File: config.mk
export PLATFORM = sky130hd
export DESIGN_NAME = ccsr_front
export DESIGN_NICKNAME = d
export VERILOG_FILES = /design/src/rtl/ccsr_pkg.sv /design/src/rtl/ccsr_front.sv
export SDC_FILE = /design/constraint.sdc
export NUM_CORES = 2
export LEC_CHECK = 0
export ABC_AREA = 0
export BUFFER_PORTS_ARGS = -buffer_cell sky130_fd_sc_hd__buf_2
export CAP_MARGIN = 10
export CORE_UTILIZATION = 50
export CTS_CLUSTER_DIAMETER = 60
export DETAILED_ROUTE_END_ITERATION = 10
export GPL_TIMING_DRIVEN = 0
export PLACE_DENSITY = 0.69
export SYNTH_ARGS = -nofsm -noshare
export SYNTH_HDL_FRONTEND = slang
export SYNTH_SLANG_ARGS = --single-unit
File: constraint.sdc
create_clock -name clk -period 2.25 [get_ports clk]
set_input_delay 0.225 -clock clk [delete_from_list [all_inputs] [get_ports clk]]
set_output_delay 0.225 -clock clk [all_outputs]
set_load 0.05 [all_outputs]
File: src/rtl/ccsr_pkg.sv
// shared widths, constants, register and status codes and types for the css rpm unit
`timescale 1ns / 1ps

package ccsr_pkg;

	// field widths
	localparam int POS_W  = 32;
	localparam int SV_W   = 21;
	localparam int OVR_W  = 12;
	localparam int RPM_W  = 21;
	localparam int RAD_W  = 20;
	localparam int ST_W   = 2;
	localparam int IDX_W  = 3;

	// fixed point
	localparam int FRAC_RAW    = 16;
	localparam int FRAC_W      = 26;
	localparam int DIRECT_FRAC = 10;

	// divider: numerator, divisor in half micrometres, quotient bits
	localparam int K2_W    = 35;
	localparam int NUM_W   = (SV_W - 1) + K2_W;
	localparam int DIV_W   = POS_W + 2;
	localparam int Q_W     = RPM_W + FRAC_W;
	localparam int EXT_W   = DIV_W + Q_W;
	localparam int RAW_W   = Q_W + 1;
	localparam int CLAMP_W = RPM_W + FRAC_RAW;
	localparam int W_W     = RAW_W + OVR_W;
	localparam int PRE_W   = RPM_W + 2;
	localparam int PROD_W  = SV_W + OVR_W + 1;

	// twice the rpm constant in q16
	localparam logic [K2_W-1:0] K2 = 35'd20860756702;

	localparam logic [RPM_W-1:0] OUT_MAX      = 21'd2000000;
	localparam logic [RPM_W-1:0] RPM_RST_MAX  = 21'd2000000;
	localparam logic [RAD_W-1:0] RADIUS_RST   = 20'd1000;

	// register indexes
	localparam logic [IDX_W-1:0] REG_CSS_ENABLE      = 3'd0;
	localparam logic [IDX_W-1:0] REG_DIAMETER_MODE   = 3'd1;
	localparam logic [IDX_W-1:0] REG_CLAMP_AFTER_OVR = 3'd2;
	localparam logic [IDX_W-1:0] REG_SPINDLE_MAX     = 3'd3;
	localparam logic [IDX_W-1:0] REG_SPINDLE_MIN     = 3'd4;
	localparam logic [IDX_W-1:0] REG_MACHINE_MAX     = 3'd5;
	localparam logic [IDX_W-1:0] REG_PROGRAM_MAX     = 3'd6;
	localparam logic [IDX_W-1:0] REG_RADIUS_FLOOR    = 3'd7;

	// status codes
	localparam logic [ST_W-1:0] ST_OK      = 2'd0;
	localparam logic [ST_W-1:0] ST_LIMIT   = 2'd1;
	localparam logic [ST_W-1:0] ST_BAD_SET = 2'd2;

	typedef struct packed {
		logic             css_enable;
		logic             diameter_mode;
		logic             clamp_after_override;
		logic [RPM_W-1:0] spindle_max_rpm;
		logic [RPM_W-1:0] spindle_min_rpm;
		logic [RPM_W-1:0] machine_max_rpm;
		logic [RPM_W-1:0] program_max_rpm;
		logic [RAD_W-1:0] radius_floor;
	} cfg_t;

	// per word sideband carried alongside the divider
	typedef struct packed {
		logic                     err;
		logic                     ovf;
		logic [OVR_W-1:0]         ovr;
		logic signed [PROD_W-1:0] prod;
	} side_t;

	typedef struct packed {
		logic [RPM_W-1:0] speed;
		logic [ST_W-1:0]  status;
	} result_t;

endpackage

File: src/rtl/ccsr_front.sv
// front end: radius, numerator and direct product, then quotient range check
`timescale 1ns / 1ps

module ccsr_front import ccsr_pkg::*; (
	input  logic                     clk,
	input  logic                     arst_n,
	input  logic                     en,
	input  cfg_t                     cfg,
	input  logic                     v_i,
	input  logic signed [POS_W-1:0]  position,
	input  logic signed [SV_W-1:0]   set_value,
	input  logic [OVR_W-1:0]         override,
	output logic                     v_o,
	output logic [NUM_W-1:0]         rem_o,
	output logic [DIV_W-1:0]         div_o,
	output side_t                    side_o
);

	logic [POS_W-1:0]         mag;
	logic [RAD_W-1:0]         rmin;
	logic [DIV_W-1:0]         rmin2;
	logic [DIV_W-1:0]         rh;
	logic [DIV_W-1:0]         rhalf;
	logic                     sv_pos;
	logic [NUM_W-1:0]         num;
	logic signed [PROD_W-1:0] prod;
	logic                     ovf;

	logic                     v_s1;
	logic [NUM_W-1:0]         num_s1;
	logic [DIV_W-1:0]         rhalf_s1;
	logic                     err_s1;
	logic [OVR_W-1:0]         ovr_s1;
	logic signed [PROD_W-1:0] prod_s1;

	logic                     v_s2;
	logic [NUM_W-1:0]         num_s2;
	logic [DIV_W-1:0]         rhalf_s2;
	side_t                    side_s2;

	always_comb begin
		mag    = position[POS_W-1] ? $unsigned(-position) : $unsigned(position);
		// a zero minimum radius acts as one micrometre
		rmin   = (cfg.radius_floor == '0) ? RAD_W'(1) : cfg.radius_floor;
		rmin2  = DIV_W'({rmin, 1'b0});
		rh     = cfg.diameter_mode ? DIV_W'(mag) : DIV_W'({mag, 1'b0});
		rhalf  = (rh < rmin2) ? rmin2 : rh;
		sv_pos = !set_value[SV_W-1] && (set_value != '0);
		num    = sv_pos ? (NUM_W'(set_value[SV_W-2:0]) * NUM_W'(K2)) : '0;
		prod   = $signed({{(PROD_W-SV_W){set_value[SV_W-1]}}, set_value})
			* $signed({{(PROD_W-OVR_W){1'b0}}, override});
		// quotient does not fit the divider: it is capped downstream anyway
		ovf    = EXT_W'(num_s1) >= {rhalf_s1, {Q_W{1'b0}}};
	end

	always_ff @(posedge clk or negedge arst_n) begin
		if (!arst_n) begin
			v_s1 <= 1'b0;
			v_s2 <= 1'b0;
		end else if (en) begin
			v_s1 <= v_i;
			v_s2 <= v_s1;
		end
	end

	always_ff @(posedge clk) begin
		if (en) begin
			num_s1       <= num;
			rhalf_s1     <= rhalf;
			err_s1       <= cfg.css_enable && !sv_pos;
			ovr_s1       <= override;
			prod_s1      <= prod;
			num_s2       <= num_s1;
			rhalf_s2     <= rhalf_s1;
			side_s2.err  <= err_s1;
			side_s2.ovf  <= ovf;
			side_s2.ovr  <= ovr_s1;
			side_s2.prod <= prod_s1;
		end
	end

	assign v_o    = v_s2;
	assign rem_o  = num_s2;
	assign div_o  = rhalf_s2;
	assign side_o = side_s2;

endmodule

==> results.py <==
metrics = {
    "drt": {
        "drt_iter0_drc": 1637,
        "wire_per_inst_um": 21.0,
        "routed_wl_mm": 91.4,
        "wl_met3_mm": 5.25,
        "via_per_inst": 5.45,
        "wl_met2_mm": 44.6,
        "drc": 0,
        "via_count": 23800,
        "drt-met1-wl_mm": 39.2,
        "drt_first_pass_iters": 5,
        "postRouteAntennaNets": 0,
        "top_layer_used": "met4",
    },
    "worst_setup_path": {
        "cp_num_buf_inv": 7,
        "criticalPathCategory": "input pin to flip-flop",
        "path_cells": "buf_16, fa_2, xor2_2, ha_1, fa_1, inv_2, fa_1, inv_2, fa_2, fa_1, inv_1, fa_1, inv_2, ha_4, buf_8, nand2_4, nor4_4, buf_4, and3_4, a311oi_4, o31ai_4, a21o_1, nor2_2, a211o_1",
        "end_kind": "flip-flop",
        "r2r-start": "rhalf_s1[1]",
        "required_ps": 2600,
        "critPathMaxFanout": 6,
        "slowest_stage": "fa_2",
        "cp.arrival_ps": 6270,
        "max_stage_delay_ps": 630,
        "crit_path_start": "set_value[18]",
        "worst_path_most_repeated_cell": "fa_1",
        "worst-path-stages": 24,
        "cp-start-kind": "input pin",
        "worstRegToRegCells": 11,
        "critPathTopFamily": "adder cells",
    },
    "die": {
        "die_w_um": 256,
        "core-area_um2": 63400,
        "rows": 92,
        "dieArea_um2": 65500,
        "die-height_um": 256,
        "boundaryPins": 314,
        "initial_core_util_pct": 50.8,
    },
    "final_layout": {
        "final_cells": 4356,
        "ff_latch_area_um2": 8130,
        "final_common_cell": "inv_1",
        "design_area_um2": 41500,
        "fillCellCount": 4877,
        "drive_above_1_share_pct": 28.3,
        "final_nets": 4504,
        "multiInputGateArea_um2": 24000,
        "final_cell_mix": "632 x inv_1, 455 x fa_1, 269 x edfxtp_1",
        "area_delta_synth_final_pct": 28.6,
    },
    "logic_synthesis": {
        "ys_ff_latch": 271,
        "yosysTopAreaCell": "fa_1",
        "yosysTopAreaCellShare_pct": 30.8,
        "yosysWarnings": 0,
        "seq_area_frac_synth_pct": 25.2,
        "syn_avg_cell_area_um2": 10.7,
        "synthTopCellsByArea": "fa_1 31%, edfxtp_1 25%, ha_1 13%",
        "netlist_area_um2": 32300,
        "ys_types": 76,
        "synthFlopType": "edfxtp_1",
        "async_flop_share_pct": 0.738,
        "synth_edf_count": 269,
        "synthCells": 3020,
    },
    "outcome": {
        "outcome": "complete, but fails checks",
        "violations": "negative setup slack",
    },
    "sta": {
        "final_hold_viol_count": 0,
        "setup_viol": 110,
        "grt_setup_unrepaired": "true",
        "tightestPinTransition_ps": 886,
        "whs_ps": 56.8,
        "period_share_pct": 263,
        "timing.fmax_mhz": 169,
        "maxSlewHeadroom_pct": 40.4,
        "fin_crit_ps": 5910,
        "finalWorstSetupSlack_ps": -3660,
        "drv_slew": 0,
        "final.setup_skew_ps": 32.7,
    },
    "clocking": {
        "cts_tree": "built",
        "clk_pin_slew_ps": 60,
        "cts.sinks": 271,
        "clock_latency_ps": 600,
        "clk_path_buf_depth": 3,
        "cts_buffers": 30,
        "htree_num_levels": 1,
        "root_buffer": "clkbuf_16",
    },
    "global_route": {
        "grt_pass1_wl_mm": 142,
        "grt_pass1_vias": 25200,
        "gr-total-overflow": 0,
        "grt_max_degree": 138,
        "track_usage_pct": 28.0,
        "antenna_found_initial": 2,
    },
    "worst_hold_path": {
        "hold_class": "input pin to flip-flop",
        "hp-start": "cfg[18]",
        "whs_path_depth": 2,
    },
    "placed_design": {
        "io_buffers": 225,
        "dp_cells": 4094,
        "place_congestion": 0.947,
        "place_area_um2": 36300,
        "hpwl_mm": 71.9,
    },
    "job": {
        "cap_violations": 0,
    },
}
synth_stat cells, types with 11 or more instances:
cell      number
inv_1        700
fa_1         496
ha_1         345
edfxtp_1     269
nand2_1      181
and2_1       148
a21oi_1      110
nor2_1       108
clkbuf_1      81
xnor2_1       59
a21o_1        55
o21ai_0       52
xor2_1        35
nor3_1        28
nand4_1       25
nor4_1        22
mux2i_1       19
nand3_1       19
o21bai_1      19
or3_1         19
mux2_4        18
a31oi_1       15
and3_1        14
o21a_1        12
a211oi_1      11
metrics by stage:
stage          worst slack [ps]  TNS (ps)  util (%)
6_report                  -3660   -253400      65.4
5_1_grt                   -3770   -265150      65.4
4_1_cts                   -3660   -245150      64.1
3_5_place_dp              -5030   -363730      57.2
3_3_place_gp              -5040  -1029470      57.1
2_1_floorplan             -3710   -254640         -
logic make-up (layout without fill, tap and decap cells):
kind of cell,count (synthesis),count (layout),synth area share (%)
adders and majority gates,841,841,44.2
other,1,4,0.0116
muxes,43,43,1.64
xor gates and xnor gates,95,95,2.60
and+or+nand+nor,624,624,9.90
AOI/OAI and AO/OA,353,353,7.17
buffers and inverters,792,1279,9.30
DFF,271,271,25.2
worst paths after layout:
path                                end  slack [ps]
hold / removal             rhalf_s1[19]          60
min in group asynchronous           v_o         460
max in group asynchronous          v_s1        1670
setup / recovery             num_s1[49]       -3660
setup reg to reg             side_o[46]          70
hold reg to reg              side_o[34]         420
routing by layer:
layer,up-vias,global-route usage (%)
met5,-,0
met4,0,7.14
met3,120,2.84
met2,744,47.1
met1,12200,38.9
li1,10700,-
registers in the layout, indices dropped and copies added, names as in the netlist:
signal    flops
div_o        33
err_s1        1
num_s1       54
ovr_s1       12
prod_s1      34
rem_o        54
rhalf_s1     33
side_o       48
v_o           1
v_s1          1
final cells by class:
| class | count | area share, % |
|---|---|---|
| timing repair buffer | 444 | 8.64 |
| sequential | 271 | 19.6 |
| multi-input combinational | 1958 | 57.8 |
| buffer | 81 | 2.46 |
| clock buffer | 33 | 1.84 |
| inverter | 701 | 6.49 |
| clock inverter | 20 | 0.622 |
| tap | 846 | 2.55 |
| antenna | 2 | 0.0121 |
repair_timing:
item | CTS | global route
hold buffers | 35 | 0
setup buffers | 139 | 58
gates cloned | 2 | 0
endpoints found under the setup margin | 115 | 113
pin swaps | 178 | 133
gates resized for setup | 390 | 162
hold endpoints to repair | 36 | 0
Power is left out: the tool's default activity adds up to more than one toggle a clock period on the data nets, which glitch-free logic cannot reach.
