$ cat src/rtl/ccsr_pkg.sv
// shared widths, constants, register and status codes and types for the css rpm unit
`timescale 1ns / 1ps

package ccsr_pkg;

	// field widths
	localparam int POS_W  = 32;
	localparam int SV_W   = 21;
	localparam int OVR_W  = 12;
	localparam int RPM_W  = 21;
	localparam int RAD_W  = 20;
	localparam int ST_W   = 2;
	localparam int IDX_W  = 3;

	// fixed point
	localparam int FRAC_RAW    = 16;
	localparam int FRAC_W      = 26;
	localparam int DIRECT_FRAC = 10;

	// divider: numerator, divisor in half micrometres, quotient bits
	localparam int K2_W    = 35;
	localparam int NUM_W   = (SV_W - 1) + K2_W;
	localparam int DIV_W   = POS_W + 2;
	localparam int Q_W     = RPM_W + FRAC_W;
	localparam int EXT_W   = DIV_W + Q_W;
	localparam int RAW_W   = Q_W + 1;
	localparam int CLAMP_W = RPM_W + FRAC_RAW;
	localparam int W_W     = RAW_W + OVR_W;
	localparam int PRE_W   = RPM_W + 2;
	localparam int PROD_W  = SV_W + OVR_W + 1;

	// twice the rpm constant in q16
	localparam logic [K2_W-1:0] K2 = 35'd20860756702;

	localparam logic [RPM_W-1:0] OUT_MAX      = 21'd2000000;
	localparam logic [RPM_W-1:0] RPM_RST_MAX  = 21'd2000000;
	localparam logic [RAD_W-1:0] RADIUS_RST   = 20'd1000;

	// register indexes
	localparam logic [IDX_W-1:0] REG_CSS_ENABLE      = 3'd0;
	localparam logic [IDX_W-1:0] REG_DIAMETER_MODE   = 3'd1;
	localparam logic [IDX_W-1:0] REG_CLAMP_AFTER_OVR = 3'd2;
	localparam logic [IDX_W-1:0] REG_SPINDLE_MAX     = 3'd3;
	localparam logic [IDX_W-1:0] REG_SPINDLE_MIN     = 3'd4;
	localparam logic [IDX_W-1:0] REG_MACHINE_MAX     = 3'd5;
	localparam logic [IDX_W-1:0] REG_PROGRAM_MAX     = 3'd6;
	localparam logic [IDX_W-1:0] REG_RADIUS_FLOOR    = 3'd7;

	// status codes
	localparam logic [ST_W-1:0] ST_OK      = 2'd0;
	localparam logic [ST_W-1:0] ST_LIMIT   = 2'd1;
	localparam logic [ST_W-1:0] ST_BAD_SET = 2'd2;

	typedef struct packed {
		logic             css_enable;
		logic             diameter_mode;
		logic             clamp_after_override;
		logic [RPM_W-1:0] spindle_max_rpm;
		logic [RPM_W-1:0] spindle_min_rpm;
		logic [RPM_W-1:0] machine_max_rpm;
		logic [RPM_W-1:0] program_max_rpm;
		logic [RAD_W-1:0] radius_floor;
	} cfg_t;

	// per word sideband carried alongside the divider
	typedef struct packed {
		logic                     err;
		logic                     ovf;
		logic [OVR_W-1:0]         ovr;
		logic signed [PROD_W-1:0] prod;
	} side_t;

	typedef struct packed {
		logic [RPM_W-1:0] speed;
		logic [ST_W-1:0]  status;
	} result_t;

endpackage

$ cat src/rtl/ccsr_back.sv
// back end: cap and clamp, override multiply, limit decision and output saturation
`timescale 1ns / 1ps

module ccsr_back import ccsr_pkg::*; (
	input  logic           clk,
	input  logic           arst_n,
	input  logic           en,
	input  cfg_t           cfg,
	input  logic           v_i,
	input  logic [Q_W-1:0] q_i,
	input  side_t          side_i,
	output logic           v_o,
	output result_t        res_o
);

	logic [RPM_W-1:0]         upper_a;
	logic [RPM_W-1:0]         upper;
	logic [RAW_W-1:0]         raw;
	logic [CLAMP_W-1:0]       up16;
	logic [CLAMP_W-1:0]       lo16;
	logic [CLAMP_W-1:0]       c;
	logic [RAW_W-1:0]         op;
	logic [W_W-1:0]           up26;
	logic [W_W-1:0]           lo26;
	logic signed [PROD_W-1:0] up10;
	logic signed [PROD_W-1:0] lo10;
	logic [PRE_W-1:0]         pre;
	logic [ST_W-1:0]          st;

	logic                     v_b1;
	logic [RAW_W-1:0]         op_b1;
	side_t                    side_b1;
	logic                     v_b2;
	logic [W_W-1:0]           w_b2;
	side_t                    side_b2;

	always_comb begin
		upper_a = (cfg.machine_max_rpm < cfg.program_max_rpm) ?
			cfg.machine_max_rpm : cfg.program_max_rpm;
		upper   = (upper_a < cfg.spindle_max_rpm) ? upper_a : cfg.spindle_max_rpm;

		// raw speed is q16, capped at two to the quotient width
		raw  = side_i.ovf ? {1'b1, {Q_W{1'b0}}} : {1'b0, q_i};
		up16 = {upper, {FRAC_RAW{1'b0}}};
		lo16 = {cfg.spindle_min_rpm, {FRAC_RAW{1'b0}}};
		c    = (raw < RAW_W'(up16)) ? raw[CLAMP_W-1:0] : up16;
		if (c < lo16) begin
			c = lo16;
		end
		op   = cfg.clamp_after_override ? raw : RAW_W'(c);
	end

	always_comb begin
		up26 = W_W'({upper, {FRAC_W{1'b0}}});
		lo26 = W_W'({cfg.spindle_min_rpm, {FRAC_W{1'b0}}});
		up10 = $signed(PROD_W'({cfg.spindle_max_rpm, {DIRECT_FRAC{1'b0}}}));
		lo10 = $signed(PROD_W'({cfg.spindle_min_rpm, {DIRECT_FRAC{1'b0}}}));
		pre  = '0;
		st   = ST_OK;
		if (!cfg.css_enable) begin
			// direct speed: a negative product lands on the minimum
			if (side_b2.prod > up10) begin
				pre = PRE_W'(cfg.spindle_max_rpm);
				st  = ST_LIMIT;
			end else if (side_b2.prod < lo10) begin
				pre = PRE_W'(cfg.spindle_min_rpm);
			end else begin
				pre = PRE_W'(side_b2.prod[RPM_W+DIRECT_FRAC-1:DIRECT_FRAC]);
			end
		end else if (side_b2.err) begin
			st = ST_BAD_SET;
		end else if (!cfg.clamp_after_override) begin
			pre = w_b2[FRAC_W+PRE_W-1:FRAC_W];
		end else begin
			if (w_b2 > up26) begin
				pre = PRE_W'(upper);
				st  = ST_LIMIT;
			end else if (w_b2 < lo26) begin
				pre = PRE_W'(cfg.spindle_min_rpm);
			end else begin
				pre = PRE_W'(w_b2[FRAC_W+RPM_W-1:FRAC_W]);
			end
		end
		if (pre > PRE_W'(OUT_MAX)) begin
			pre = PRE_W'(OUT_MAX);
			st  = ST_LIMIT;
		end
		res_o.speed  = pre[RPM_W-1:0];
		res_o.status = st;
	end

	always_ff @(posedge clk or negedge arst_n) begin
		if (!arst_n) begin
			v_b1 <= 1'b0;
			v_b2 <= 1'b0;
		end else if (en) begin
			v_b1 <= v_i;
			v_b2 <= v_b1;
		end
	end

	always_ff @(posedge clk) begin
		if (en) begin
			op_b1   <= op;
			side_b1 <= side_i;
			w_b2    <= W_W'(op_b1) * W_W'(side_b1.ovr);
			side_b2 <= side_b1;
		end
	end

	assign v_o = v_b2;

endmodule

$ cat config.mk
export PLATFORM = sky130hd
export DESIGN_NAME = ccsr_back
export DESIGN_NICKNAME = d
export VERILOG_FILES = /design/src/rtl/ccsr_pkg.sv /design/src/rtl/ccsr_back.sv
export SDC_FILE = /design/constraint.sdc
export NUM_CORES = 2
export LEC_CHECK = 0
export BUFFER_PORTS_ARGS = -buffer_cell sky130_fd_sc_hd__buf_2
export CORE_ASPECT_RATIO = 1.75
export CORE_MARGIN = 3
export CORE_UTILIZATION = 55
export CTS_BUF_LIST = sky130_fd_sc_hd__clkbuf_2
export DETAILED_ROUTE_END_ITERATION = 8
export PLACE_DENSITY = 0.86
export SLEW_MARGIN = 20
export SYNTH_ARGS = -nofsm -noshare
export SYNTH_HDL_FRONTEND = slang
export SYNTH_SLANG_ARGS = --single-unit
$ cat constraint.sdc
create_clock -name clk -period 16 [get_ports clk]
set_input_delay 3.2 -clock clk [delete_from_list [all_inputs] [get_ports clk]]
set_output_delay 3.2 -clock clk [all_outputs]
set_load 0.01 [all_outputs]
==> results.json <==
{
  "final_core_util_pct": 59.8,
  "hp-class": "reg -> reg",
  "holdPathEnd": "side_b2[4]",
  "htreeDepth": 4,
  "hold_viol_final": 0,
  "hold_path_depth": 0,
  "drive_gt1_share_pct": 9.78,
  "async_flop_share_pct": 1.04,
  "wl_mm": 80.9,
  "rsz0062_at_grt": "false",
  "dr_wl_met3_mm": 4.89,
  "end_kind": "primary output",
  "port_buffers": 208,
  "postCtsSetupRepairBufs": 0,
  "min-delay-start": "side_b1[4]",
  "fin_worst_skew_ns": 0.0525,
  "r2r_end": "w_b2[59]",
  "worstPathRequired_ns": 12.80,
  "synthCells": 3127,
  "cts_tree": "built",
  "netlist_area_um2": 29300,
  "synth_cell_types": 79,
  "drt-initial-drc-count": 1540,
  "wl_met1_mm": 25.7,
  "io_pins": 230,
  "postRouteAntennaNets": 0,
  "crit_family": "simple AND/OR/NAND/NOR gates",
  "grt_usage_pct": 29.3,
  "area_growth_pct": 7.15,
  "setup_tns_ns": 0,
  "chipHeight_um": 311,
  "yosys.area.top_type": "fa_1",
  "hpwl_mm": 64.7,
  "yosys-top-cells-area": "fa_1, edfxtp_1, ha_1",
  "synth_seq_area_share_pct": 19.6,
  "critPathKind": "in -> out",
  "min_period_over_period_pct": 97.7,
  "tightest_slew_ns": 1.09,
  "grt.overflow.total": 0,
  "die-area_um2": 56200,
  "synth_warnings": 0,
  "cp_num_cells": 37,
  "numCtsBuffers": 17,
  "antenna_found_initial": 4,
  "post_drt_wl_per_cell_um": 20.5,
  "grt_max_degree": 105,
  "ys_ff_latch": 192,
  "cp_slowest_stage_delay_ns": 0.65,
  "first_global_vias": 26000,
  "dr_wl_met2_mm": 43.0,
  "reg2reg_depth": 28,
  "finalInstanceArea_um2": 31400,
  "core.rowCount": 111,
  "worst-path-buf-inv": 7,
  "fin_cells": 3952,
  "core_area_um2": 52500,
  "clock.fmax_mhz": 64.0,
  "drc_errors": 0,
  "clock_sinks": 192,
  "r2r-start": "side_b1[45]",
  "placed_cells": 3917,
  "first_pass_iters": 7,
  "synth_edf_count": 190,
  "viasPerCell": 5.99,
  "vias": 23700,
  "critPathLaunchType": "input port",
  "initial_core_util_pct": 55.9,
  "max-slew-margin-rel_pct": 26.8,
  "period_minus_slack_ns": 15.63,
  "slew_violations": 0,
  "place_congestion": 0.963,
  "clkLatencyLatePin_ns": 1.00,
  "synth.avg_cell_area_um2": 9.38,
  "maxCapViolations": 0,
  "cts-root-buf": "clkbuf_2",
  "nets": 4181,
  "status": "finished, final reports clean",
  "synth_flop_cell": "edfxtp_1",
  "slowest_stage": "or4_1",
  "clockBufferDepth": 2,
  "die-width_um": 181,
  "placed_cell_area_um2": 31100,
  "setup_viol": 0,
  "routed.top_layer": "met5",
  "worstPathMaxFanout": 32,
  "rrSetupSlack_ns": 7.23,
  "synth_top_cell_area_share_pct": 31.4,
  "nFillCells": 4344,
  "worstPathArrival_ns": 12.43,
  "synthesis.nets": 4049,
  "grt_pass1_wl_mm": 130,
  "clkSlewWorstSetupHoldPaths_ns": 0.33
}
-- placed cells by master, fill, tap and decap left out, types with 8 or more instances in the layout --
cell,n
xnor2_1,40
a211oi_1,13
o21ai_0,95
nand3_1,24
nor2_1,99
nor3_1,13
buf_2,207
nand2b_1,28
xor2_1,9
clkbuf_2,17
o21ai_1,8
o21a_1,8
nor4_1,15
fa_1,460
and3_1,30
ha_1,256
o221ai_1,25
nor2b_1,30
and2_1,188
o31ai_1,8
o211ai_1,28
a21o_1,71
nand2_1,547
nand4_1,28
a21oi_1,110
edfxtp_1,190
inv_1,483
mux2i_1,36
buf_4,53
-- worst max path at each step --
| stage | from | to | slack (ns) |
|---|---|---|---|
| after floorplan | cfg[22] | res_o[4] | 1.73 |
| after global placement | cfg[40] | res_o[4] | 0.56 |
| after detailed placement | cfg[40] | res_o[6] | 0.42 |
| after CTS | cfg[39] | res_o[16] | 0.39 |
| after global routing | cfg[39] | res_o[11] | 0.11 |
| final | cfg[39] | res_o[10] | 0.37 |
-- per-stage QoR --
stage,worst slack [ns],hold slack (ns)
after floorplan,1.73,0.400
after global routing,0.114,0.456
final,0.373,0.431
after detailed placement,0.421,0.405
after global placement,0.556,0.400
after CTS,0.392,0.432
-- cell families (layout without fill, tap and decap cells) --
| logic type | count (synthesis) | after routing | share of synthesized area [%] |
|---|---|---|---|
| flops | 192 | 192 | 19.6 |
| buf+inv | 635 | 779 | 8.18 |
| compound gates | 449 | 449 | 10.2 |
| simple gates | 1046 | 1047 | 16.9 |
| other cells | 0 | 2 | 0 |
| fa+ha+maj | 716 | 716 | 42.3 |
| xor+xnor | 49 | 49 | 1.46 |
| mux | 40 | 40 | 1.38 |
-- cells in the mapped netlist, types with 40 or more instances --
cell type / number
and2_1: 188
nor2_1: 99
a21oi_1: 111
fa_1: 460
ha_1: 256
xnor2_1: 40
clkbuf_1: 142
edfxtp_1: 190
o21ai_0: 97
nand2_1: 547
a21o_1: 71
inv_1: 483
-- final cells by class --
cell class	count	area (um^2)	share of cell area [%]
clock buffers	17	85.1	0.271
repair buffers	264	1500	4.77
multi-input cells	2301	21200	67.5
well taps	678	848	2.70
flip-flops and latches	192	5760	18.3
inverters	483	1810	5.77
diodes	2	5.00	0.0159
clock inverters	15	199	0.633
-- sequential cells by signal, summed over array words and instances (netlist names) --
signal   count
v_o          1
op_b1       48
w_b2        60
v_b1         1
side_b2     35
side_b1     47
-- timing repair --
item	CTS	global route
hold buffers	0	0
gates resized for setup	0	1
setup endpoints to repair	0	16
-- layer usage --
layer | track usage [%] | vias up
li1 | - | 10400
met1 | 29.7 | 11700
met2 | 53.8 | 1141
met3 | 4.18 | 423
met4 | 22.2 | 4
met5 | 0 | -
Power is not shown: default switching activity piles up to over one toggle a cycle in this logic, so the estimate is an artifact.
