--- config.mk ---
export PLATFORM = sky130hd
export DESIGN_NAME = ccsr_div_cell
export DESIGN_NICKNAME = d
export VERILOG_FILES = /design/src/rtl/ccsr_pkg.sv /design/src/rtl/ccsr_div_cell.sv
export SDC_FILE = /design/constraint.sdc
export NUM_CORES = 1
export LEC_CHECK = 0
export BUFFER_PORTS_ARGS = -buffer_cell sky130_fd_sc_hd__buf_2
export CAP_MARGIN = 5
export CELL_PAD_IN_SITES_DETAIL_PLACEMENT = 1
export CELL_PAD_IN_SITES_GLOBAL_PLACEMENT = 1
export CORE_ASPECT_RATIO = 0.5
export CORE_MARGIN = 2
export CORE_UTILIZATION = 32
export CTS_BUF_LIST = sky130_fd_sc_hd__clkbuf_2
export CTS_CLUSTER_DIAMETER = 100
export DETAILED_ROUTE_END_ITERATION = 8
export PLACE_DENSITY = 0.89
export SETUP_SLACK_MARGIN = 0.4
export SKIP_CTS_REPAIR_TIMING = 1
export SYNTH_ARGS = -nofsm -noshare
export SYNTH_HDL_FRONTEND = slang
export SYNTH_SLANG_ARGS = --single-unit
--- constraint.sdc ---
create_clock -name clk -period 0.8 [get_ports clk]
set_input_delay 0 -clock clk [delete_from_list [all_inputs] [get_ports clk]]
set_output_delay 0 -clock clk [all_outputs]
set_load 0.01 [all_outputs]
--- src/rtl/ccsr_pkg.sv ---
// shared widths, constants, register and status codes and types for the css rpm unit
`timescale 1ns / 1ps

package ccsr_pkg;

	// field widths
	localparam int POS_W  = 32;
	localparam int SV_W   = 21;
	localparam int OVR_W  = 12;
	localparam int RPM_W  = 21;
	localparam int RAD_W  = 20;
	localparam int ST_W   = 2;
	localparam int IDX_W  = 3;

	// fixed point
	localparam int FRAC_RAW    = 16;
	localparam int FRAC_W      = 26;
	localparam int DIRECT_FRAC = 10;

	// divider: numerator, divisor in half micrometres, quotient bits
	localparam int K2_W    = 35;
	localparam int NUM_W   = (SV_W - 1) + K2_W;
	localparam int DIV_W   = POS_W + 2;
	localparam int Q_W     = RPM_W + FRAC_W;
	localparam int EXT_W   = DIV_W + Q_W;
	localparam int RAW_W   = Q_W + 1;
	localparam int CLAMP_W = RPM_W + FRAC_RAW;
	localparam int W_W     = RAW_W + OVR_W;
	localparam int PRE_W   = RPM_W + 2;
	localparam int PROD_W  = SV_W + OVR_W + 1;

	// twice the rpm constant in q16
	localparam logic [K2_W-1:0] K2 = 35'd20860756702;

	localparam logic [RPM_W-1:0] OUT_MAX      = 21'd2000000;
	localparam logic [RPM_W-1:0] RPM_RST_MAX  = 21'd2000000;
	localparam logic [RAD_W-1:0] RADIUS_RST   = 20'd1000;

	// register indexes
	localparam logic [IDX_W-1:0] REG_CSS_ENABLE      = 3'd0;
	localparam logic [IDX_W-1:0] REG_DIAMETER_MODE   = 3'd1;
	localparam logic [IDX_W-1:0] REG_CLAMP_AFTER_OVR = 3'd2;
	localparam logic [IDX_W-1:0] REG_SPINDLE_MAX     = 3'd3;
	localparam logic [IDX_W-1:0] REG_SPINDLE_MIN     = 3'd4;
	localparam logic [IDX_W-1:0] REG_MACHINE_MAX     = 3'd5;
	localparam logic [IDX_W-1:0] REG_PROGRAM_MAX     = 3'd6;
	localparam logic [IDX_W-1:0] REG_RADIUS_FLOOR    = 3'd7;

	// status codes
	localparam logic [ST_W-1:0] ST_OK      = 2'd0;
	localparam logic [ST_W-1:0] ST_LIMIT   = 2'd1;
	localparam logic [ST_W-1:0] ST_BAD_SET = 2'd2;

	typedef struct packed {
		logic             css_enable;
		logic             diameter_mode;
		logic             clamp_after_override;
		logic [RPM_W-1:0] spindle_max_rpm;
		logic [RPM_W-1:0] spindle_min_rpm;
		logic [RPM_W-1:0] machine_max_rpm;
		logic [RPM_W-1:0] program_max_rpm;
		logic [RAD_W-1:0] radius_floor;
	} cfg_t;

	// per word sideband carried alongside the divider
	typedef struct packed {
		logic                     err;
		logic                     ovf;
		logic [OVR_W-1:0]         ovr;
		logic signed [PROD_W-1:0] prod;
	} side_t;

	typedef struct packed {
		logic [RPM_W-1:0] speed;
		logic [ST_W-1:0]  status;
	} result_t;

endpackage

--- src/rtl/ccsr_div_cell.sv ---
// one restoring divider cell: resolves a single quotient bit per stage
`timescale 1ns / 1ps

module ccsr_div_cell import ccsr_pkg::*; #(
	parameter int BIT = Q_W - 1
) (
	input  logic             clk,
	input  logic             arst_n,
	input  logic             en,
	input  logic             v_i,
	input  logic [NUM_W-1:0] rem_i,
	input  logic [DIV_W-1:0] div_i,
	input  logic [Q_W-1:0]   q_i,
	input  side_t            side_i,
	output logic             v_o,
	output logic [NUM_W-1:0] rem_o,
	output logic [DIV_W-1:0] div_o,
	output logic [Q_W-1:0]   q_o,
	output side_t            side_o
);

	logic [EXT_W-1:0] trial;
	logic             fits;
	logic [NUM_W-1:0] rem_n;
	logic [Q_W-1:0]   q_n;

	logic             v_s1;
	logic [NUM_W-1:0] rem_s1;
	logic [DIV_W-1:0] div_s1;
	logic [Q_W-1:0]   q_s1;
	side_t            side_s1;

	always_comb begin
		trial   = EXT_W'(div_i) << BIT;
		fits    = EXT_W'(rem_i) >= trial;
		rem_n   = fits ? (rem_i - trial[NUM_W-1:0]) : rem_i;
		q_n     = q_i;
		q_n[BIT] = fits;
	end

	always_ff @(posedge clk or negedge arst_n) begin
		if (!arst_n) begin
			v_s1 <= 1'b0;
		end else if (en) begin
			v_s1 <= v_i;
		end
	end

	always_ff @(posedge clk) begin
		if (en) begin
			rem_s1  <= rem_n;
			div_s1  <= div_i;
			q_s1    <= q_n;
			side_s1 <= side_i;
		end
	end

	assign v_o    = v_s1;
	assign rem_o  = rem_s1;
	assign div_o  = div_s1;
	assign q_o    = q_s1;
	assign side_o = side_s1;

endmodule

==> impl_metrics.ini, run 1 <==
[sta]
finalSetupViolCount = 196
hold_slack_ps = -632
worst_pin_slew_ps = 537
worst_slack_ps = -704
fin_crit_ps = 1500
drv_slew = 0
slew_headroom = 0.642
fmax_ghz = 0.665
rsz0062_at_grt = true
skew_ps = 0
hold_viol = 337
fin_crit_sh = 1.88

[cts]
insertion_delay_ps = 810
clk_pin_slew_ps = 300
htreeDepth = 4
cts_buffers = 17
cts_tree = yes
root_buffer = clkbuf_2
cts_buffer_depth = 2
cts.sinks = 185

[logic_synthesis]
synth.area.mux_share = 0.0206
avgSynthCellArea_sq_um = 22.0
synth_compound_area_frac = 0.0222
yosysWarnings = 0
async_reset_ff_frac = 0.00541
synth-simple-area-share = 0.0518
ys_seq_area_frac = 0.871
synth-edff-count = 184
ys.flop_type = edfxtp_1
netlist_area_sq_mm = 0.00637
synth_top_family_by_area = simple AND/OR/NAND/NOR gates
ys_ff_latch = 185
yosys.cell_types.count = 39
syn_nets = 487
synth_xor_area_frac = 0.00412
synthAdderAreaFrac = 0.0208
syn_inst = 289

[pwr]
p_per_area_mw_per_mm2 = 1790
irDropWorstVdd_v = 0.000975
power_mw = 20.4
p_leak_nw = 4.94

[drt]
drtIter0Drc = 251
postRouteWirelength_um = 26500
drt_first_pass_iters = 4
wl_per_cell_um = 22.0
vias = 5457
vias_per_cell = 4.53
antenna_left = 0
drc_errors = 0

[floorplanning]
io_pins = 373
initial_core_util = 0.327
coreArea_sq_mm = 0.0195
die_x_um = 204
dieHeight_um = 104
rows = 36
die_area_sq_mm = 0.0211

[setup_path]
crit_path_max_fanout = 1
cpMaxStageDelayCell = edfxtp_1
regToRegSetupSlack_ps = 0
critical_path_class = reg -> out
cp_slowest_stage_delay_ps = 520
worstSetupEndpointType = primary output
critical-path-top-delay-family = flip-flops
crit_chain = buf_6
arrival_ps = 1500
cp-start-kind = flop
critPathRequiredTime_ps = 800
critPathBufInv = 1

[finish]
area_delta_synth_final_pct = 78.7
drive_above_1_share = 0.538
finalNetCount = 1122
layout_common_cells = 357 x buf_2, 184 x edfxtp_1, 177 x dlygate4sd3_1
final_cells = 1205
layout_commonest_cell = buf_2
multi_input_area_sq_um = 891
fill_cells = 2010
final_area_sq_mm = 0.0114
ff_latch_area_sq_mm = 0.00555

[global_route]
grt_pass1_vias = 5122
grt_pass1_wl_um = 30500
grt_usage = 0.199
grt_max_degree = 51
grt_overflow = 0
antenna_found_initial = 2

[placement]
port_buffers = 371
placed_cells = 990
dpl.hpwl_um = 17000
dpl_cell_area_sq_mm = 0.00914
globalplace.congestion = 0.897
dp_slack_ps = -1360

[outcome]
status = finished with violations
violations = negative hold slack, negative setup slack

[job]
drv_cap = 0

[worst_hold_path]
hp-class = in -> reg
[synthesized netlist by cell type, drive strengths merged, types with 2 or more instances]
library cell / count / area, sq um
mux2i: 3 / 30.0
mux2: 7 / 101
nand2: 5 / 18.8
edfxtp: 184 / 5530
inv: 16 / 60.1
nor2b: 2 / 12.5
nor4b: 2 / 23.8
nand4: 4 / 25.0
nor3: 2 / 10.0
nand3: 4 / 25.0
nor4: 17 / 146
xnor2: 3 / 26.3
o21ai: 3 / 26.3
a21oi: 4 / 23.8
nor2: 5 / 18.8
o21a: 3 / 22.5
a221oi: 2 / 17.5
ha: 9 / 113
[area by class of cell]
type / instances / share of cell area
Tap cell: 266 / 0.0292
Antenna cell: 2 / 0.000440
Multi-Input combinational cell: 88 / 0.0782
Timing Repair Buffer: 616 / 0.378
Inverter: 16 / 0.00637
Clock buffer: 18 / 0.00791
Sequential cell: 185 / 0.487
Clock inverter: 14 / 0.0127
[power by group]
part / internal (mW) / switching (mW)
logic: 1.91 / 1.76
registers: 11.5 / 0.269
clock network: 1.45 / 3.53
total: 14.9 / 5.55
[metal layers]
| metal | global-route usage | share of wire | up-vias |
|---|---|---|---|
| met3 | 0.0570 | 0.039 | 49 |
| met1 | 0.215 | 0.35 | 2761 |
| met4 | 0.0673 | 0.022 | 0 |
| li1 | - | - | 2439 |
| met5 | 0 | 0 | - |
| met2 | 0.371 | 0.59 | 208 |
[stage by stage]
step                      setup TNS [ps]  utilization
after floorplan                    -8900            -
after global placement            -13420        0.469
after detailed placement          -14590        0.469
after CTS                        -122800        0.481
after global routing             -136530        0.584
final                            -113730        0.584
[flip-flops by register name, indices dropped and copies added, names as in the netlist]
signal,cells
div_o,34
q_o,47
rem_o,55
side_o,48
v_o,1
[final timing paths]
kind,start,end,cells past startpoint
setup / recovery,div_o[12],div_o[12],1
max in group asynchronous,arst_n,v_o,3
setup reg to reg,v_o,v_o,1
hold reg to reg,v_o,v_o,1
min in group asynchronous,arst_n,v_o,3
hold / removal,div_i[4],div_o[4],1
[cells by family after synthesis]
group | count (synthesis)
AO/OA/AOI/OAI | 18
XOR/XNOR | 3
adder cells (fa/ha/maj) | 10
buffers and inverters | 16
flip-flops | 185
multiplexers | 10
AND/OR/NAND/NOR | 47
Note: power is estimated with default switching activity, not from simulation.
==> run 2: changes to the inputs <==
--- a/config.mk
+++ b/config.mk
@@ -16,7 +16,6 @@
 export CTS_CLUSTER_DIAMETER = 100
 export DETAILED_ROUTE_END_ITERATION = 8
 export PLACE_DENSITY = 0.89
-export SETUP_SLACK_MARGIN = 0.4
 export SKIP_CTS_REPAIR_TIMING = 1
 export SYNTH_ARGS = -nofsm -noshare
 export SYNTH_HDL_FRONTEND = slang
==> impl_metrics.ini, run 2 <==
[cts]
cts_buffer_depth = 2
root_buffer = clkbuf_2
cts_buffers = 17
htreeDepth = 4
cts.sinks = 185

[logic_synthesis]
ys_ff_latch = 185
netlist_area_sq_mm = 0.00637
syn_nets = 487
yosysWarnings = 0
avgSynthCellArea_sq_um = 22.0
ys.flop_type = edfxtp_1
yosys.cell_types.count = 39
yosys-top-cells-area = edfxtp_1 87%, ha_1 1.8%, mux2_4 1.4%
synthDominantCellAreaShare = 0.867
yosysMostFrequentCell = edfxtp_1
synth_top_cell_by_area = edfxtp_1
syn_inst = 289
async_reset_ff_frac = 0.00541
ys_seq_area_frac = 0.871
synth-edff-count = 184
yosys-top-cells-count = 184 x edfxtp_1, 16 x inv_1, 12 x nor4_1

[floorplanning]
die_x_um = 204
io_pins = 373
initial_core_util = 0.327
rows = 36
dieHeight_um = 104

[outcome]
status = aborted with a tool error
haltStage = global routing
stop_error = [ERROR RSZ-0060] Max buffer count reached.

[placement]
dpl.hpwl_um = 17000
globalplace.congestion = 0.897
port_buffers = 371
dp_slack_ps = -1360

[global_route]
grt_max_degree = 51

[sta]
grt-worst-endpoint = div_o[12]
worst_endpoint_kind = top-level output
run 2: cells by family after synthesis:
group                    count (synthesis)  synth area share
flip-flops                             185             0.871
AND/OR/NAND/NOR                         47            0.0518
multiplexers                            10            0.0206
buffers and inverters                   16           0.00943
adder cells (fa/ha/maj)                 10            0.0208
AO/OA/AOI/OAI                           18            0.0222
XOR/XNOR                                 3           0.00412
run 2: per-stage QoR:
stage	TNS [ps]	util	instance area (sq um)	cells
CTS	-122800	0.481	9370	1022
detailed placement	-14590	0.469	9140	990
global placement	-13420	0.469	9140	990
floorplan	-8900	-	6410	289
==> run 3: changes to the inputs <==
==> config.mk (replaced) <==
export PLATFORM = sky130hd
export DESIGN_NAME = ccsr_div_cell
export DESIGN_NICKNAME = d
export VERILOG_FILES = /design/src/rtl/ccsr_pkg.sv /design/src/rtl/ccsr_div_cell.sv
export SDC_FILE = /design/constraint.sdc
export NUM_CORES = 1
export LEC_CHECK = 0
export BUFFER_PORTS_ARGS = -buffer_cell sky130_fd_sc_hd__buf_2
export CAP_MARGIN = 5
export CORE_MARGIN = 2
export CORE_UTILIZATION = 25
export DETAILED_ROUTE_END_ITERATION = 8
export PLACE_DENSITY_LB_ADDON = 0.15
export SKIP_CTS_REPAIR_TIMING = 1
export SYNTH_ARGS = -nofsm -noshare
export SYNTH_HDL_FRONTEND = slang
export SYNTH_SLANG_ARGS = --single-unit
==> constraint.sdc (replaced) <==
create_clock -name clk -period 1.05 [get_ports clk]
set_input_delay 0 -clock clk [delete_from_list [all_inputs] [get_ports clk]]
set_output_delay 0 -clock clk [all_outputs]
set_load 0.01 [all_outputs]
==> impl_metrics.ini, run 3 (synthesis gave the netlist of run 1 again) <==
[outcome]
status = finished with violations
violations = negative hold slack, negative setup slack

[setup_path]
cp-start-kind = primary input
regToRegSetupSlack_ps = 310
critical-path-top-delay-family = adder cells
worstSetupEndpointType = flop
cp_num_cells = 8
critPathLaunch = div_i[0]
cpMaxStageDelayCell = fa_2
ff2ff_path_depth = 1
crit_path_max_fanout = 5
cp_slowest_stage_delay_ps = 350
reg2reg_from = v_o
crit_chain = buf_2 -> ha_4 -> fa_2 -> nand4b_1 -> nand3_2 -> a32o_2 -> o21ai_4 -> mux2_4
critPathBufInv = 1
critical_path_class = in -> reg
arrival_ps = 1700
critPathRequiredTime_ps = 1220

[floorplanning]
coreArea_sq_mm = 0.0251
initial_core_util = 0.254
dieHeight_um = 164
rows = 58
io_pins = 373
die_x_um = 164
die_area_sq_mm = 0.0268

[sta]
fin_setup_tns_ps = -4230
fin_crit_ps = 1530
worst_pin_slew_ps = 441
finalSetupViolCount = 10
worst_slack_ps = -476
fmax_ghz = 0.655
hold_slack_ps = -240
rsz0062_at_grt = true
skew_ps = 0
hold_viol = 1
drv_slew = 0
fin_crit_sh = 1.45
slew_headroom = 0.702

[global_route]
grt_usage = 0.130
grt_pass1_wl_um = 26100
grt_pass1_vias = 4644
antenna_found_initial = 3
grt_max_degree = 26
grt_overflow = 0

[cts]
htreeDepth = 4
insertion_delay_ps = 420
cts_buffer_depth = 2
root_buffer = clkbuf_16
clk_pin_slew_ps = 80
cts_tree = yes
cts_buffers = 17
cts.sinks = 185

[drt]
drt_first_pass_iters = 4
vias_per_cell = 4.05
antenna_left = 0
drtIter0Drc = 245
postRouteWirelength_um = 20000
vias = 5138
wl_per_cell_um = 15.7
drc_errors = 0

[finish]
drive_above_1_share = 0.526
fill_cells = 2304
area_delta_synth_final_pct = 85.1
layout_commonest_cell = buf_2
layout_common_cells = 367 x buf_2, 185 x dlygate4sd3_1, 184 x edfxtp_1
finalCoreUtilization = 0.470
largest_register_ffs = 55
finalNetCount = 1123
final_cells = 1270

[pwr]
irDropWorstVdd_v = 0.000901
p_leak_nw = 5.07
p_per_area_mw_per_mm2 = 1510

[worst_hold_path]
worstHoldPathCells = 1
hp-start = div_i[1]
hp-class = in -> reg

[placement]
globalplace.congestion = 0.772
dp_slack_ps = -1060
port_buffers = 371
dpl.hpwl_um = 14600
placed_cells = 1045

[job]
drv_cap = 0
-- run 3: metal layers --
metal	global-route usage	wire, um	part of all wire
met5	0	16	0.00080
met4	0.0387	197	0.0099
met3	0.0556	1670	0.084
met2	0.235	10600	0.53
met1	0.137	7530	0.38
-- run 3: final cells by class --
| cell class | count | area (sq um) | area share |
|---|---|---|---|
| Antenna cell | 2 | 5.00 | 0.000424 |
| Clock buffer | 18 | 429 | 0.0364 |
| Clock inverter | 14 | 150 | 0.0127 |
| Inverter | 16 | 75.1 | 0.00636 |
| Multi-Input combinational cell | 89 | 858 | 0.0728 |
| Sequential cell | 185 | 5550 | 0.471 |
| Tap cell | 330 | 413 | 0.0350 |
| Timing Repair Buffer | 616 | 4320 | 0.366 |
-- run 3: per-stage QoR --
step	power, mW	hold slack [ps]	instance area [sq um]
floorplan	9.68	-296	6410
global placement	11.1	-224	9210
detailed placement	11.1	-223	9210
CTS	17.5	-688	9790
global route	18.6	-269	11800
finish	17.8	-240	11800
-- run 3: path summary, 6_finish.rpt --
check / endpoint
max in group asynchronous: v_o
max reg2reg: v_o
min: div_o[1]
min in group asynchronous: v_o
min reg2reg: v_o
max: rem_o[54]
-- run 3: power by group --
group	internal, mW	switching, mW
sequential	8.76	0.138
combinational	1.44	1.18
clock	3.18	3.15
total	13.4	4.47
